File: src/ready_queue_priority_aging_macros.svh
// assertion macros for the ready queue block
// used by the top level only, no other dependencies
`ifndef READY_QUEUE_PRIORITY_AGING_MACROS_SVH
`define READY_QUEUE_PRIORITY_AGING_MACROS_SVH

// same-cycle implication, reset masks the check
`define RQPA_ASSERT_IMP(lbl, clk, rst, ante, cons, msg) \
   lbl: assert property (@(posedge clk) disable iff (rst) (ante) |-> (cons)) else $error(msg);

// next-cycle implication, reset masks the check
`define RQPA_ASSERT_NXT(lbl, clk, rst, ante, cons, msg) \
   lbl: assert property (@(posedge clk) disable iff (rst) (ante) |=> (cons)) else $error(msg);

`endif

File: src/rqpa_pkg.sv
// shared types, constants and field conversions for the ready queue
// no dependencies
package rqpa_pkg;

   localparam int DEPTH     = 8;
   localparam int ID_BITS   = 8;
   localparam int PRIO_BITS = 8;

   localparam int FIELD_W   = 8;
   localparam int OCC_W     = 4;
   localparam int ADDR_BITS = (DEPTH > 1) ? $clog2(DEPTH) : 1;
   localparam int CNT_BITS  = $clog2(DEPTH + 1);

   typedef struct packed {
      logic [ID_BITS-1:0]   id;
      logic [PRIO_BITS-1:0] prio;
   } entry_type;

   localparam int ENTRY_W = $bits(entry_type);

   typedef enum logic [1:0] {
      OP_INSERT = 2'd0,
      OP_POP    = 2'd1,
      OP_REMOVE = 2'd2,
      OP_AGE    = 2'd3
   } op_type;

   typedef enum logic [1:0] {
      ST_OK        = 2'd0,
      ST_EMPTY     = 2'd1,
      ST_FULL      = 2'd2,
      ST_NOT_FOUND = 2'd3
   } status_type;

   typedef enum logic [3:0] {
      S_IDLE,
      S_POP_CAP,
      S_SHIFT_RD,
      S_SHIFT_WR,
      S_REM_RD,
      S_REM_CHK,
      S_AGE_RD,
      S_AGE_WR,
      S_POST,
      S_SORT_RD0,
      S_SORT_LD,
      S_SORT_RD,
      S_SORT_CMP,
      S_HEAD_RD,
      S_FINISH
   } seq_state_type;

   // result of the shared compare / increment unit
   typedef struct packed {
      logic                 less;
      logic                 id_match;
      logic [PRIO_BITS-1:0] aged_prio;
   } alu_res_type;

   function automatic logic [ID_BITS-1:0] id_from_field(input logic [FIELD_W-1:0] v);
      logic [ID_BITS-1:0] r;
      r = '0;
      for (int b = 0; b < ID_BITS && b < FIELD_W; b++) r[b] = v[b];
      return r;
   endfunction

   function automatic logic [PRIO_BITS-1:0] prio_from_field(input logic [FIELD_W-1:0] v);
      logic [PRIO_BITS-1:0] r;
      r = '0;
      for (int b = 0; b < PRIO_BITS && b < FIELD_W; b++) r[b] = v[b];
      return r;
   endfunction

   function automatic logic [FIELD_W-1:0] id_to_field(input logic [ID_BITS-1:0] v);
      logic [FIELD_W-1:0] r;
      r = '0;
      for (int b = 0; b < ID_BITS && b < FIELD_W; b++) r[b] = v[b];
      return r;
   endfunction

   function automatic logic [FIELD_W-1:0] prio_to_field(input logic [PRIO_BITS-1:0] v);
      logic [FIELD_W-1:0] r;
      r = '0;
      for (int b = 0; b < PRIO_BITS && b < FIELD_W; b++) r[b] = v[b];
      return r;
   endfunction

   function automatic logic [OCC_W-1:0] count_to_occ(input logic [CNT_BITS-1:0] v);
      logic [OCC_W-1:0] r;
      r = '0;
      for (int b = 0; b < CNT_BITS && b < OCC_W; b++) r[b] = v[b];
      return r;
   endfunction

endpackage

File: src/rqpa_ram.sv
// generic single-port-write, single-port-read ram with registered read
// no dependencies
module rqpa_ram #(
   parameter int WIDTH = 16,
   parameter int DEPTH = 8
) (
   input  logic                                  clock,
   input  logic                                  wr_en,
   input  logic [((DEPTH > 1) ? $clog2(DEPTH) : 1)-1:0] wr_addr,
   input  logic [WIDTH-1:0]                      wr_data,
   input  logic                                  rd_en,
   input  logic [((DEPTH > 1) ? $clog2(DEPTH) : 1)-1:0] rd_addr,
   output logic [WIDTH-1:0]                      rd_data
);

   logic [WIDTH-1:0] mem_ff [DEPTH];
   logic [WIDTH-1:0] rd_data_ff;

   // write port
   always_ff @(posedge clock) begin
      if (wr_en) begin
         mem_ff[wr_addr] <= wr_data;
      end
   end

   // registered read, holds while not enabled
   always_ff @(posedge clock) begin
      if (rd_en) begin
         rd_data_ff <= mem_ff[rd_addr];
      end
   end

   assign rd_data = rd_data_ff;

endmodule

File: src/rqpa_alu.sv
// shared compare and saturating increment unit of the ready queue
// depends on rqpa_pkg
module rqpa_alu (
   input  rqpa_pkg::entry_type            held,
   input  rqpa_pkg::entry_type            cur,
   input  logic [rqpa_pkg::ID_BITS-1:0]   key_id,
   output rqpa_pkg::alu_res_type          res
);

   // strict compare keeps equal priorities in place
   always_comb begin
      res.less      = (held.prio < cur.prio);
      res.id_match  = (cur.id == key_id);
      res.aged_prio = (cur.prio == {rqpa_pkg::PRIO_BITS{1'b1}}) ? cur.prio
                                                               : cur.prio + 1'b1;
   end

endmodule

File: src/ready_queue_priority_aging.sv
// Ready queue of up to DEPTH (id, priority) entries held in a small ram, worked
// by one sequencer around a shared compare / increment unit. One request is in
// work at a time: req_stall is low only while the sequencer is idle, and a
// finished result waits in an output register so the next request can start.
// In priority order each successful insert, pop or remove adds a bubble sort,
// one pass after another until a pass makes no swap, the single ram read
// port setting the pace. csr_ready is always high; fifo_order should be
// changed only while idle, and the block itself does not enforce it.
// depends on rqpa_pkg, rqpa_ram, rqpa_alu and the assertion macro header
`include "ready_queue_priority_aging_macros.svh"

module ready_queue_priority_aging (
   input  logic       clock,
   input  logic       reset,
   input  logic       csr_valid,
   output logic       csr_ready,
   input  logic       csr_fifo_order,
   input  logic       req_valid,
   output logic       req_stall,
   input  logic [1:0] req_mode,
   input  logic [7:0] req_entry_id,
   input  logic [7:0] req_entry_priority,
   output logic       rsp_valid,
   input  logic       rsp_stall,
   output logic [1:0] rsp_status,
   output logic [7:0] rsp_popped_id,
   output logic [7:0] rsp_popped_priority,
   output logic [3:0] rsp_occupancy,
   output logic       rsp_head_valid,
   output logic [7:0] rsp_head_id
);

   localparam int CW = rqpa_pkg::CNT_BITS;
   localparam int AW = rqpa_pkg::ADDR_BITS;

   // control and payload registers
   rqpa_pkg::seq_state_type    state_ff, state_in;
   logic [CW-1:0]              count_ff, count_in;
   logic [CW-1:0]              idx_ff, idx_in;
   logic                       swap_ff, swap_in;
   logic                       fifo_order_ff;
   rqpa_pkg::op_type           mode_ff, mode_in;
   rqpa_pkg::entry_type        key_ff, key_in;
   rqpa_pkg::entry_type        held_ff, held_in;
   rqpa_pkg::status_type       status_ff, status_in;
   rqpa_pkg::entry_type        popped_ff, popped_in;

   logic                       rsp_valid_ff, rsp_valid_in;
   rqpa_pkg::status_type       rsp_status_ff, rsp_status_in;
   logic [7:0]                 rsp_pid_ff, rsp_pid_in;
   logic [7:0]                 rsp_ppr_ff, rsp_ppr_in;
   logic [3:0]                 rsp_occ_ff, rsp_occ_in;
   logic                       rsp_hv_ff, rsp_hv_in;
   logic [7:0]                 rsp_hid_ff, rsp_hid_in;

   // ram and shared unit wiring
   logic                       wr_en, rd_en;
   logic [AW-1:0]              wr_addr, rd_addr;
   rqpa_pkg::entry_type        wr_data, rd_data;
   rqpa_pkg::alu_res_type      alu_res;

   logic                       req_accept, rsp_take, out_free;
   logic [CW-1:0]              idx_p1, idx_m1, cnt_m1;

   rqpa_ram #(
      .WIDTH (rqpa_pkg::ENTRY_W),
      .DEPTH (rqpa_pkg::DEPTH)
   ) u_slots (
      .clock   (clock),
      .wr_en   (wr_en),
      .wr_addr (wr_addr),
      .wr_data (wr_data),
      .rd_en   (rd_en),
      .rd_addr (rd_addr),
      .rd_data (rd_data)
   );

   rqpa_alu u_alu (
      .held   (held_ff),
      .cur    (rd_data),
      .key_id (key_ff.id),
      .res    (alu_res)
   );

   // handshakes
   assign csr_ready  = 1'b1;
   assign req_stall  = (state_ff != rqpa_pkg::S_IDLE);
   assign req_accept = req_valid && !req_stall;
   assign rsp_take   = rsp_valid_ff && !rsp_stall;
   assign out_free   = !rsp_valid_ff || !rsp_stall;

   assign idx_p1 = idx_ff + 1'b1;
   assign idx_m1 = idx_ff - 1'b1;
   assign cnt_m1 = count_ff - 1'b1;

   // configuration register
   always_ff @(posedge clock) begin
      if (reset) begin
         fifo_order_ff <= 1'b0;
      end else if (csr_valid && csr_ready) begin
         fifo_order_ff <= csr_fifo_order;
      end
   end

   // state and control registers
   always_ff @(posedge clock) begin
      if (reset) begin
         state_ff     <= rqpa_pkg::S_IDLE;
         count_ff     <= '0;
         rsp_valid_ff <= 1'b0;
      end else begin
         state_ff     <= state_in;
         count_ff     <= count_in;
         rsp_valid_ff <= rsp_valid_in;
      end
   end

   // payload registers
   always_ff @(posedge clock) begin
      idx_ff        <= idx_in;
      swap_ff       <= swap_in;
      mode_ff       <= mode_in;
      key_ff        <= key_in;
      held_ff       <= held_in;
      status_ff     <= status_in;
      popped_ff     <= popped_in;
      rsp_status_ff <= rsp_status_in;
      rsp_pid_ff    <= rsp_pid_in;
      rsp_ppr_ff    <= rsp_ppr_in;
      rsp_occ_ff    <= rsp_occ_in;
      rsp_hv_ff     <= rsp_hv_in;
      rsp_hid_ff    <= rsp_hid_in;
   end

   // sequencer: next state, ram control and result capture
   always_comb begin
      state_in      = state_ff;
      count_in      = count_ff;
      idx_in        = idx_ff;
      swap_in       = swap_ff;
      mode_in       = mode_ff;
      key_in        = key_ff;
      held_in       = held_ff;
      status_in     = status_ff;
      popped_in     = popped_ff;
      rsp_valid_in  = rsp_valid_ff && !rsp_take;
      rsp_status_in = rsp_status_ff;
      rsp_pid_in    = rsp_pid_ff;
      rsp_ppr_in    = rsp_ppr_ff;
      rsp_occ_in    = rsp_occ_ff;
      rsp_hv_in     = rsp_hv_ff;
      rsp_hid_in    = rsp_hid_ff;
      wr_en         = 1'b0;
      wr_addr       = idx_ff[AW-1:0];
      wr_data       = rd_data;
      rd_en         = 1'b0;
      rd_addr       = idx_ff[AW-1:0];

      unique case (state_ff)
         rqpa_pkg::S_IDLE: begin
            if (req_accept) begin
               mode_in      = rqpa_pkg::op_type'(req_mode);
               key_in.id    = rqpa_pkg::id_from_field(req_entry_id);
               key_in.prio  = rqpa_pkg::prio_from_field(req_entry_priority);
               status_in    = rqpa_pkg::ST_OK;
               popped_in    = '0;
               idx_in       = '0;
               unique case (rqpa_pkg::op_type'(req_mode))
                  rqpa_pkg::OP_INSERT: begin
                     if (count_ff == CW'(rqpa_pkg::DEPTH)) begin
                        status_in = rqpa_pkg::ST_FULL;
                        state_in  = rqpa_pkg::S_HEAD_RD;
                     end else begin
                        wr_en        = 1'b1;
                        wr_addr      = count_ff[AW-1:0];
                        wr_data.id   = rqpa_pkg::id_from_field(req_entry_id);
                        wr_data.prio = rqpa_pkg::prio_from_field(req_entry_priority);
                        count_in     = count_ff + 1'b1;
                        state_in     = rqpa_pkg::S_POST;
                     end
                  end
                  rqpa_pkg::OP_POP: begin
                     if (count_ff == '0) begin
                        status_in = rqpa_pkg::ST_EMPTY;
                        state_in  = rqpa_pkg::S_HEAD_RD;
                     end else begin
                        rd_en    = 1'b1;
                        rd_addr  = '0;
                        state_in = rqpa_pkg::S_POP_CAP;
                     end
                  end
                  rqpa_pkg::OP_REMOVE: begin
                     status_in = rqpa_pkg::ST_NOT_FOUND;
                     state_in  = rqpa_pkg::S_REM_RD;
                  end
                  rqpa_pkg::OP_AGE: begin
                     state_in = rqpa_pkg::S_AGE_RD;
                  end
                  default: state_in = rqpa_pkg::S_IDLE;
               endcase
            end
         end

         // head entry leaves, gap at slot zero
         rqpa_pkg::S_POP_CAP: begin
            popped_in = rd_data;
            idx_in    = '0;
            state_in  = rqpa_pkg::S_SHIFT_RD;
         end

         // close up entries behind the gap at idx
         rqpa_pkg::S_SHIFT_RD: begin
            if (idx_p1 < count_ff) begin
               rd_en    = 1'b1;
               rd_addr  = idx_p1[AW-1:0];
               state_in = rqpa_pkg::S_SHIFT_WR;
            end else begin
               count_in = cnt_m1;
               state_in = rqpa_pkg::S_POST;
            end
         end

         rqpa_pkg::S_SHIFT_WR: begin
            wr_en    = 1'b1;
            wr_data  = rd_data;
            idx_in   = idx_p1;
            state_in = rqpa_pkg::S_SHIFT_RD;
         end

         // search for the first matching id
         rqpa_pkg::S_REM_RD: begin
            if (idx_ff < count_ff) begin
               rd_en    = 1'b1;
               state_in = rqpa_pkg::S_REM_CHK;
            end else begin
               state_in = rqpa_pkg::S_HEAD_RD;
            end
         end

         rqpa_pkg::S_REM_CHK: begin
            if (alu_res.id_match) begin
               status_in = rqpa_pkg::ST_OK;
               state_in  = rqpa_pkg::S_SHIFT_RD;
            end else begin
               idx_in   = idx_p1;
               state_in = rqpa_pkg::S_REM_RD;
            end
         end

         // saturating age of every waiting entry
         rqpa_pkg::S_AGE_RD: begin
            if (idx_ff < count_ff) begin
               rd_en    = 1'b1;
               state_in = rqpa_pkg::S_AGE_WR;
            end else begin
               state_in = rqpa_pkg::S_HEAD_RD;
            end
         end

         rqpa_pkg::S_AGE_WR: begin
            wr_en        = 1'b1;
            wr_data.id   = rd_data.id;
            wr_data.prio = alu_res.aged_prio;
            idx_in       = idx_p1;
            state_in     = rqpa_pkg::S_AGE_RD;
         end

         // re-sort after a change in priority order
         rqpa_pkg::S_POST: begin
            if (!fifo_order_ff && (count_ff > CW'(1))) begin
               state_in = rqpa_pkg::S_SORT_RD0;
            end else begin
               state_in = rqpa_pkg::S_HEAD_RD;
            end
         end

         // bubble pass: held entry sinks while a higher priority follows
         rqpa_pkg::S_SORT_RD0: begin
            rd_en    = 1'b1;
            rd_addr  = '0;
            swap_in  = 1'b0;
            idx_in   = CW'(1);
            state_in = rqpa_pkg::S_SORT_LD;
         end

         rqpa_pkg::S_SORT_LD: begin
            held_in  = rd_data;
            state_in = rqpa_pkg::S_SORT_RD;
         end

         rqpa_pkg::S_SORT_RD: begin
            if (idx_ff < count_ff) begin
               rd_en    = 1'b1;
               state_in = rqpa_pkg::S_SORT_CMP;
            end else begin
               wr_en    = 1'b1;
               wr_addr  = cnt_m1[AW-1:0];
               wr_data  = held_ff;
               state_in = swap_ff ? rqpa_pkg::S_SORT_RD0 : rqpa_pkg::S_HEAD_RD;
            end
         end

         rqpa_pkg::S_SORT_CMP: begin
            wr_en   = 1'b1;
            wr_addr = idx_m1[AW-1:0];
            if (alu_res.less) begin
               wr_data = rd_data;
               swap_in = 1'b1;
            end else begin
               wr_data = held_ff;
               held_in = rd_data;
            end
            idx_in   = idx_p1;
            state_in = rqpa_pkg::S_SORT_RD;
         end

         // fetch the head for the result
         rqpa_pkg::S_HEAD_RD: begin
            rd_en    = (count_ff != '0);
            rd_addr  = '0;
            state_in = rqpa_pkg::S_FINISH;
         end

         // wait for the output register, then load it
         rqpa_pkg::S_FINISH: begin
            if (out_free) begin
               rsp_valid_in  = 1'b1;
               rsp_status_in = status_ff;
               rsp_pid_in    = rqpa_pkg::id_to_field(popped_ff.id);
               rsp_ppr_in    = rqpa_pkg::prio_to_field(popped_ff.prio);
               rsp_occ_in    = rqpa_pkg::count_to_occ(count_ff);
               rsp_hv_in     = (count_ff != '0);
               rsp_hid_in    = (count_ff != '0) ? rqpa_pkg::id_to_field(rd_data.id) : '0;
               state_in      = rqpa_pkg::S_IDLE;
            end
         end

         default: state_in = rqpa_pkg::S_IDLE;
      endcase
   end

   // result ports
   assign rsp_valid           = rsp_valid_ff;
   assign rsp_status          = rsp_status_ff;
   assign rsp_popped_id       = rsp_pid_ff;
   assign rsp_popped_priority = rsp_ppr_ff;
   assign rsp_occupancy       = rsp_occ_ff;
   assign rsp_head_valid      = rsp_hv_ff;
   assign rsp_head_id         = rsp_hid_ff;

   // checks on the sequencer
   `RQPA_ASSERT_IMP(a_count_range, clock, reset, 1'b1, count_ff <= CW'(rqpa_pkg::DEPTH), "entry count beyond depth")
   `RQPA_ASSERT_NXT(a_accept_leaves_idle, clock, reset, req_accept, state_ff != rqpa_pkg::S_IDLE, "request accepted but sequencer stayed idle")
   `RQPA_ASSERT_NXT(a_finish_waits, clock, reset, (state_ff == rqpa_pkg::S_FINISH) && rsp_valid_ff && rsp_stall, (state_ff == rqpa_pkg::S_FINISH) && rsp_valid_ff, "result overwrote a waiting result")
   `RQPA_ASSERT_IMP(a_full_has_head, clock, reset, rsp_valid_ff && (rsp_status_ff == rqpa_pkg::ST_FULL), rsp_hv_ff, "full status without a head entry")

endmodule
File: config.mk
export PLATFORM = sky130hd
export DESIGN_NAME = ready_queue_priority_aging
export DESIGN_NICKNAME = d
export VERILOG_FILES = /design/src/rqpa_pkg.sv /design/src/rqpa_ram.sv /design/src/rqpa_alu.sv /design/src/ready_queue_priority_aging.sv
export VERILOG_INCLUDE_DIRS = /design/src /design/src/src
export SDC_FILE = /design/constraint.sdc
export NUM_CORES = 1
export LEC_CHECK = 0
export BUFFER_PORTS_ARGS = -buffer_cell sky130_fd_sc_hd__buf_2
export CAP_MARGIN = 20
export CORE_MARGIN = 8
export CORE_UTILIZATION = 39
export DETAILED_ROUTE_END_ITERATION = 10
export SYNTH_ARGS = -nofsm -noshare
export SYNTH_HDL_FRONTEND = slang
export SYNTH_SLANG_ARGS = --single-unit
File: constraint.sdc
create_clock -name clock -period 5.15 [get_ports clock]
set_input_delay 0.2575 -clock clock [delete_from_list [all_inputs] [get_ports clock]]
set_output_delay 0.2575 -clock clock [all_outputs]
set_load 0.03 [all_outputs]
==> results of run 1 <==
==> how the worst max path moves through the flow <==
stage	start	to	slack (ns)	cells after the start
after detailed placement	idx_ff[0]	u_slots.rd_data[12]	1.06	11
after floorplan	count_ff[0]	u_slots.mem_ff[0][0]	1.12	8
after global placement	idx_ff[0]	u_slots.rd_data[11]	1.14	11
after global routing	idx_ff[0]	u_slots.rd_data[12]	0.73	11
after CTS	idx_ff[0]	u_slots.rd_data[11]	1.04	11
final	idx_ff[0]	u_slots.rd_data[12]	1.03	11
==> sequential cells by signal, indices dropped and copies added, names as in the netlist, 2 cells and up <==
signal	cells
status_ff	2
u_slots.mem_ff	128
idx_ff	4
rsp_head_id	8
rsp_popped_priority	8
held_ff	16
popped_ff	16
state_ff	4
u_slots.rd_data	16
rsp_status	2
rsp_occupancy	4
rsp_popped_id	8
key_ff	8
count_ff	4
==> cell usage in the layout, fill, tap and decap left out, types with 9 or more instances in the layout <==
cell type / Yosys / routed
sky130_fd_sc_hd__o21ai_0: 17 / 17
sky130_fd_sc_hd__nor4_2: 1 / 9
sky130_fd_sc_hd__buf_4: 6 / 18
sky130_fd_sc_hd__nor3b_1: 12 / 12
sky130_fd_sc_hd__a21o_1: 11 / 11
sky130_fd_sc_hd__nand2_1: 24 / 24
sky130_fd_sc_hd__dfxtp_1: 10 / 10
sky130_fd_sc_hd__a211oi_1: 25 / 25
sky130_fd_sc_hd__dlygate4sd3_1: 0 / 10
sky130_fd_sc_hd__xor2_1: 13 / 13
sky130_fd_sc_hd__and2_1: 10 / 10
sky130_fd_sc_hd__a221o_1: 14 / 14
sky130_fd_sc_hd__ha_1: 19 / 19
sky130_fd_sc_hd__nor2_1: 33 / 33
sky130_fd_sc_hd__a211oi_2: 10 / 10
sky130_fd_sc_hd__o21a_1: 34 / 34
sky130_fd_sc_hd__a21oi_1: 20 / 19
sky130_fd_sc_hd__mux2i_1: 20 / 20
sky130_fd_sc_hd__nor3_1: 12 / 12
sky130_fd_sc_hd__clkbuf_16: 0 / 25
sky130_fd_sc_hd__edfxtp_1: 222 / 222
sky130_fd_sc_hd__and3_1: 24 / 24
sky130_fd_sc_hd__buf_2: 9 / 56
sky130_fd_sc_hd__a221oi_2: 11 / 11
sky130_fd_sc_hd__a2111oi_2: 11 / 11
sky130_fd_sc_hd__inv_1: 29 / 29
==> through the flow <==
| stage | cell area (sq um) | hold slack (ns) | utilization (%) |
|---|---|---|---|
| 6_report | 12500 | 0.0274 | 45.1 |
| 5_1_grt | 12500 | 0.0376 | 45.1 |
| 4_1_cts | 12500 | 0.0110 | 45.1 |
| 3_5_place_dp | 11500 | 0.405 | 41.8 |
| 3_3_place_gp | 11500 | 0.402 | 41.8 |
| 2_1_floorplan | 10900 | 0.356 | - |
==> cell families after synthesis <==
kind of cell	Yosys count	share of synthesized area, %
AO/OA/AOI/OAI	223	18.0
flip-flops	232	63.2
buffers and inverters	72	3.46
multiplexers	20	1.84
adder cells (fa/ha/maj)	19	2.19
XOR/XNOR	17	1.37
AND/OR/NAND/NOR	178	9.87
other	1	0.0345
==> cell type report <==
class	instances	area (sq um)
clock buffer	31	648
timing repair buffer	84	515
tap	378	473
clock inverter	14	155
sequential	232	6870
inverter	29	109
fill	2479	15200
multi-input combinational	458	3680
==> worst reg2reg max path: cells and delay by family, from the launching register on <==
kind,cells,cell delay (ns)
AO/OA/AOI/OAI,4,0.95
AND/OR/NAND/NOR,1,0.72
adder cells (fa/ha/maj),2,0.72
buffers and inverters,3,0.77
flip-flops,1,0.63
multiplexers,1,0.11
==> timing repair <==
action,CTS,global route
hold buffers,10,0
endpoints found under the setup margin,0,0
hold endpoints to repair,9,0
==> routing by layer <==
layer / share of wire [%] / routed length, um
met5: 0 / 0
met3: 5.4 / 1370
met1: 45 / 11500
met4: 2.6 / 648
met2: 47 / 11800
==> power breakdown <==
group	leakage [nW]	switching (mW)	internal [mW]
Combinational	1.76	2.05	1.14
Sequential	2.11	0.297	2.78
Clock	0.391	0.712	1.05
==> results, run 1 <==
- Setup slack on the worst reg-to-reg path comes out at just over 1 ns.
- The number of buffers and inverters on the critical path is 3.
- Synthesis produced a netlist whose cell count is 762.
- The area fraction of the dominant cell type after synthesis is between 60% and 70%.
- The most instantiated flip-flop cell in the synthesis netlist is sky130_fd_sc_hd__edfxtp_1.
- Post-CTS timing repair inserted 0 buffers for setup.
- The run finished with clean final reports.
- The endpoint identified for the worst register-to-register timing path is u_slots.rd_data[12].
- The finished layout holds between 1000 and 1500 standard cells, fillers aside.
- The cell at the root of the clock tree is sky130_fd_sc_hd__clkbuf_16.
- Dividing the detail-routed wire length by the instance count gives ~21 um.
- Counting instances, the worst hold path has a depth of 3.
- The growth of design area from synthesis to finish is 14.7%.
- In this run the worst path has a maximum fanout of 26.
- For the worst setup path, the data required time is about 5.5 ns.
- CTS built an H-tree with a depth of 1.
- The number of routed nets with antenna violations is 0.
- The core region area is roughly 28000 sq um.
- Entering global routing, the biggest net connects ~50 pins.
- The post-CTS clock slew at the launch and capture registers of the worst setup and hold paths is around 0.06 ns.
- The initialized floorplan defines 61 standard-cell rows.
- The half-perimeter wire length of the detailed placement result is 16900 um.
- The synthesized net count is roughly 810.
- The number of gates resized after CTS is 0.
- Setup violations remaining at the end of the flow were counted as 0.
- For hold timing, the worst endpoint is rsp_valid.
- For the pin with the worst max-slew slack, the measured transition is approximately 1.1 ns.
- In this run the most used layer during global routing was met2.
- The placement-stage worst setup slack is ~1.1 ns.
- The number of buffers on the longest clock path is 3.
- The number of clock buffers inserted by TritonCTS is 25.
- The synthesized design spends more area on one cell type than any other, namely sky130_fd_sc_hd__edfxtp_1.
- In the global route stage, overall resource usage came out at roughly 15%.
- After synthesis, the cell types taking the most area are sky130_fd_sc_hd__edfxtp_1, sky130_fd_sc_hd__o21a_1, sky130_fd_sc_hd__ha_1.
- The synthesized area per cell is between 10 and 15 sq um.
- The total of buffers placed on input and output ports is 56.
- The TritonCTS clock tree is yes.
- For the worst flop-to-flop path, the logic depth is 11.
- The net count of the finished layout is 873.
- For this design the static power due to leakage is ~4.3 nW.
- The library cell contributing the largest single delay on the critical path is sky130_fd_sc_hd__or2_2.
- The number of max-slew violations in the final report came to 0.
- Summing over every cut layer, the via total after detailed routing is 6758.
- The via-per-instance ratio is 5.51.
- The design draws 8.02 mW.
- The origin of the critical flop-to-flop path is idx_ff[0].
- Measured against its own limit, the worst slew margin works out to 26.8%.
- The initial antenna violation count is 0.
- The number of antenna diodes in the final layout is 0.
- For this run, asynchronously set or reset flops after synthesis account for 0%.
- In the finished design, the share of the clock period the worst path needs comes to approximately four fifths.
- Summed over all failing endpoints, the final setup total negative slack is 0 ns.
- The final routed DRC violation total is 0.
- The endpoint kind of the worst setup timing path is a flop.
- The worst setup path is launched from a flop.
- Among cell families on the critical path, the largest total delay comes from compound AO/OA/AOI/OAI gates.
- The commonest cells after synthesis are sky130_fd_sc_hd__edfxtp_1, sky130_fd_sc_hd__o21a_1, sky130_fd_sc_hd__nor2_1, sky130_fd_sc_hd__inv_1, sky130_fd_sc_hd__a211oi_1.
- The post-synthesis cell type count is 86.
- In this run the most critical hold path is launched from rsp_stall.
- After synthesis the netlist holds a flip-flop and latch count of between 200 and 250.
- The number of max-capacitance violations reported is 0.
- Once the floorplan was initialized, standard cells occupied 39.3% of the core.
- The vertical extent of the die is around 180 um.
- During I/O placement, the number of pins put on the boundary was 58.
- Global routing finished with a remaining overflow of 0.
- The upper clock frequency limit is 0.243 GHz.
- STA puts the critical path data arrival time at 4.44 ns.
- The horizontal extent of the die is ~180 um.
- The TritonCTS sink count is 232.
- Setup repair after global routing left no endpoint under its margin.
- The sequential-to-total area share from yosys stat is between 60% and 70%.
- The most instantiated library cell after synthesis is sky130_fd_sc_hd__edfxtp_1.
- Summing every instance area after synthesis gives about 11000 sq um.
- The critical path goes through inv_1, ha_1, ha_1, o211ai_2, o21a_4, a21oi_4, buf_4, or2_2, buf_4, mux2i_1, a2111oi_2.
- The class of the most critical hold timing path is input port to flop.
- For this run, global-route usage on met1 was measured as 20.4%.
- The first-pass detailed-route iteration total is 5.
- The Yosys step of the flow raised 0 warnings.
- At the end of routability-driven placement, the weighted congestion stood at ~0.89.
- In this run the power density over the cells is 644 nW/um^2.
- The category of the critical setup timing path is flop to flop.
- The via count of the first global-routing pass is 6698.
- The DRC marker count from the first detailed-route iteration is approximately 670.
- The first-pass GRT wire length is 39700 um.
- The worst-case IR drop observed on VDD is 0.443 mV.
- The clock latency on the worst-skew pair is 0.53 ns.
- In the final layout, the share of cells above drive strength 1 is between 20% and 30%.
- For this run, the slowest stage of the critical path takes slightly above 0.7 ns.
- The area of the die is 33400 sq um.
- The global routing met3 resource utilization is roughly 2.6%.
- Counting I/O delays and the setup requirement, the final critical path takes 4.12 ns.
- The synthesized design contains between 200 and 250 enable-type register cells.
- The met2 layer usage reported by global route is between 20% and 30%.
- After detailed placement, the design holds a cell count of ~1200.
- The total wire length after detailed routing is roughly 25000 um.
- The post-layout worst setup margin is between 1 and 1.5 ns.
- The final setup skew is ~0.013 ns.
- The final hold violation count is 0.
(Power assumes the default switching activity.)
==> inputs of run 2 (changes only) <==
Clock period 5.15 ns to 3.98 ns, I/O delays scaled along.
==> results, run 2 (synthesized netlist as in run 1, its figures left out) <==
- The number of buffers inserted to repair setup after CTS is 0 (unchanged).
- The DRC marker count from the first detailed-route iteration was 646 (was 669).
- The final estimated routing congestion in global placement came to 0.868 (was 0.891).
- The number of flip-flops under the largest register name is 128 (unchanged).
- The horizontal extent of the die is 183 um (unchanged).
- The cell row count is 61 (unchanged).
- The origin of the worst min-delay path is req_mode[0] (was rsp_stall).
- The power per unit of standard cell area came to 826 nW/um^2 (was 644 nW/um^2).
- The final hold violation count is 0 (unchanged).
- The final routed DRC violation total is 0 (unchanged).
- The total wire length after detailed routing came to 26400 um (was 25300 um).
- The static leakage was 4.33 nW (was 4.26 nW).
- The launching instance or port of the critical path is idx_ff[1] (was idx_ff[0]).
- The transition time at the pin with the least slew margin is 1.13 ns (was 1.09 ns).
- The final setup skew came to 0.00972 ns (was 0.0130 ns).
- The endpoint arrival time on the critical path is 4.07 ns (was 4.44 ns).
- Run status: complete, no violations (unchanged).
- The top-level I/O count is 58 (unchanged).
- Most frequent cells in the layout: sky130_fd_sc_hd__edfxtp_1, sky130_fd_sc_hd__buf_2, sky130_fd_sc_hd__o21a_1 (unchanged).
- The TritonCTS clock tree is yes (unchanged).
- The routed length on met3 came to 1570 um (was 1370 um).
- The via count of the first global-routing pass is 6910 (was 6698).
- The final critical delay including setup and external delays is 3.75 ns (was 4.12 ns).
- The placement-stage worst setup slack is 0.0484 ns (was 1.06 ns).
- The number of buffers on the longest clock path is 3 (unchanged).
- The number of max-capacitance violations reported is 0 (unchanged).
- The cell at the root of the clock tree is sky130_fd_sc_hd__clkbuf_16 (unchanged).
- The placement-stage cell area came to 11700 sq um (was 11500 sq um).
- The wire length on met2 is 12200 um (was 11800 um).
- The endpoint of the most critical setup path is u_slots.rd_data[7] (was u_slots.rd_data[12]).
- The total of buffers placed on input and output ports came to 56 (unchanged).
- The number of max-slew violations in the final report is 0 (unchanged).
- The growth of design area from synthesis to finish is 15.5% (was 14.7%).
- The first-pass detailed-route iteration total is 5 (unchanged).
- The area of the die came to 33400 sq um (unchanged).
- The wire length the detailed router placed on met1 is 11800 um (was 11500 um).
- The depth of the worst register-to-register path was 11 (unchanged).
- The worst supply voltage drop on vdd is 0.315 mV (was 0.443 mV).
- The initial antenna violation count is 0 (unchanged).
- The via-per-instance ratio was 5.59 (was 5.51).
- The net count of the finished layout is 892 (was 873).
- The half-perimeter wire length of the detailed placement result is 17800 um (was 16900 um).
- The layout cell share with drive strength beyond 1 is 23.0% (was 21.3%).
- Setup repair after global routing missed its margin: no (unchanged).
- The critical path startpoint category is a flop (unchanged).
- The clock latency on the worst-skew pair is 0.53 ns (about the same).
- The H-tree depth reported by CTS came to 1 (unchanged).
- The post-CTS clock slew at the launch and capture registers of the worst setup and hold paths is 0.06 ns (about the same).
- The utilization of the core after routing is 45.4% (was 45.1%).
- The total number of vias is 6934 (was 6758).
- The reg-to-reg setup timing slack is 0.23 ns (was 1.03 ns).
- The category of the critical setup timing path is flop to flop (unchanged).
- The stage delay of the slowest cell on the critical path came to 0.50 ns (was 0.72 ns).
- The total negative slack for setup checks is 0 ns (unchanged).
- The uppermost layer routed is met4 (unchanged).
- The core region area is 27600 sq um (unchanged).
- The post-layout worst setup margin is 0.227 ns (was 1.03 ns).
- The TritonCTS sink count is 232 (unchanged).
- The count of final setup violators is 0 (unchanged).
- The library cell contributing the largest single delay on the critical path is sky130_fd_sc_hd__edfxtp_1 (was sky130_fd_sc_hd__or2_2).
- The final period utilization is 94.3% (was 79.9%).
- The leading cell type in the layout, fill and taps excluded is sky130_fd_sc_hd__edfxtp_1 (unchanged).
- The largest net degree at the start of global routing was 33 (was 49).
- The origin of the critical flop-to-flop path is idx_ff[1] (was idx_ff[0]).
- The worst max-slew margin expressed relative to the limit is 24.6% (was 26.8%).
- Critical path cell sequence: inv_1, ha_1, ha_1, o211ai_2, o21a_4, o2111a_4, buf_4, nor2_4, buf_4, a211oi_1, a2111oi_2 (was inv_1, ha_1, ha_1, o211ai_2, o21a_4, a21oi_4, buf_4, or2_2, buf_4, mux2i_1, a2111oi_2).
- The data required time of the worst path is 4.30 ns (was 5.48 ns).
- The number of clock buffers inserted by TritonCTS is 25 (unchanged).
- The largest register by flop count is u_slots.mem_ff (unchanged).
- The global route total overflow came to 0 (unchanged).
- The vertical extent of the die was 183 um (unchanged).
- The biggest fanout along the worst timing path is 16 (was 26).
- The first-pass GRT wire length is 41500 um (was 39700 um).
- The endpoint kind of the worst setup timing path is a flop (unchanged).
- The cell area after layout is 12500 sq um (about the same).
- The endpoint of the worst register-to-register path is u_slots.rd_data[7] (was u_slots.rd_data[12]).
- The global router's overall resource usage is 15.9% (was 15.1%).
- The class of the most critical hold timing path is input port to flop (unchanged).
- The antenna diode count is 0 (unchanged).
- The number of routed nets with antenna violations is 0 (unchanged).
- The routed wire length per instance is 21.3 um (was 20.7 um).
- The starting density of the core is 39.3% (unchanged).
- The upper clock frequency limit is 0.266 GHz (was 0.243 GHz).
run 2: per-stage QoR:
step	hold slack (ns)	total power, mW	instances
global route	0.152	10.9	1240
detailed placement	0.393	8.33	1185
finish	0.141	10.4	1240
global placement	0.391	8.28	1185
CTS	0.118	10.4	1239
floorplan	0.298	7.06	762
run 2: power breakdown:
| group | switching (mW) | internal (mW) |
|---|---|---|
| combinational | 2.82 | 1.56 |
| sequential | 0.340 | 3.59 |
| clock | 0.916 | 1.14 |
run 2: repair_timing:
item,CTS,global route
endpoints found under the setup margin,0,16
resized for setup,0,1
hold endpoints to repair,17,0
hold buffers,14,0
run 2: cell type report:
class | instances | area, sq um
clock buffers | 27 | 633
clock inverters | 13 | 83.8
fillers | 2460 | 15100
inverters | 29 | 109
multi-input cells | 458 | 3700
flip-flops and latches | 232 | 6870
well taps | 378 | 473
repair buffers | 103 | 678
run 2: worst max-delay path, delay by kind of cell, from the launching register on:
family / cells / cell delay, ns
flip-flops: 1 / 0.50
adder cells (fa/ha/maj): 2 / 0.72
AO/OA/AOI/OAI: 5 / 1.32
AND/OR/NAND/NOR: 1 / 0.30
buffers and inverters: 3 / 0.68
run 2: layer usage:
| metal | track usage (%) | vias up |
|---|---|---|
| li1 | - | 3215 |
| met1 | 21.2 | 3443 |
| met2 | 25.3 | 222 |
| met3 | 3.07 | 54 |
| met4 | 5.99 | 0 |
| met5 | 0 | - |
run 2: how the worst min path moves through the flow:
stage | endpoint | slack, ns | cells past startpoint
finish | status_ff[1] | 0.14 | 2
global route | status_ff[1] | 0.15 | 2
detailed placement | key_ff[10] | 0.39 | 1
floorplan | key_ff[10] | 0.30 | 0
global placement | key_ff[10] | 0.39 | 1
CTS | status_ff[1] | 0.12 | 2
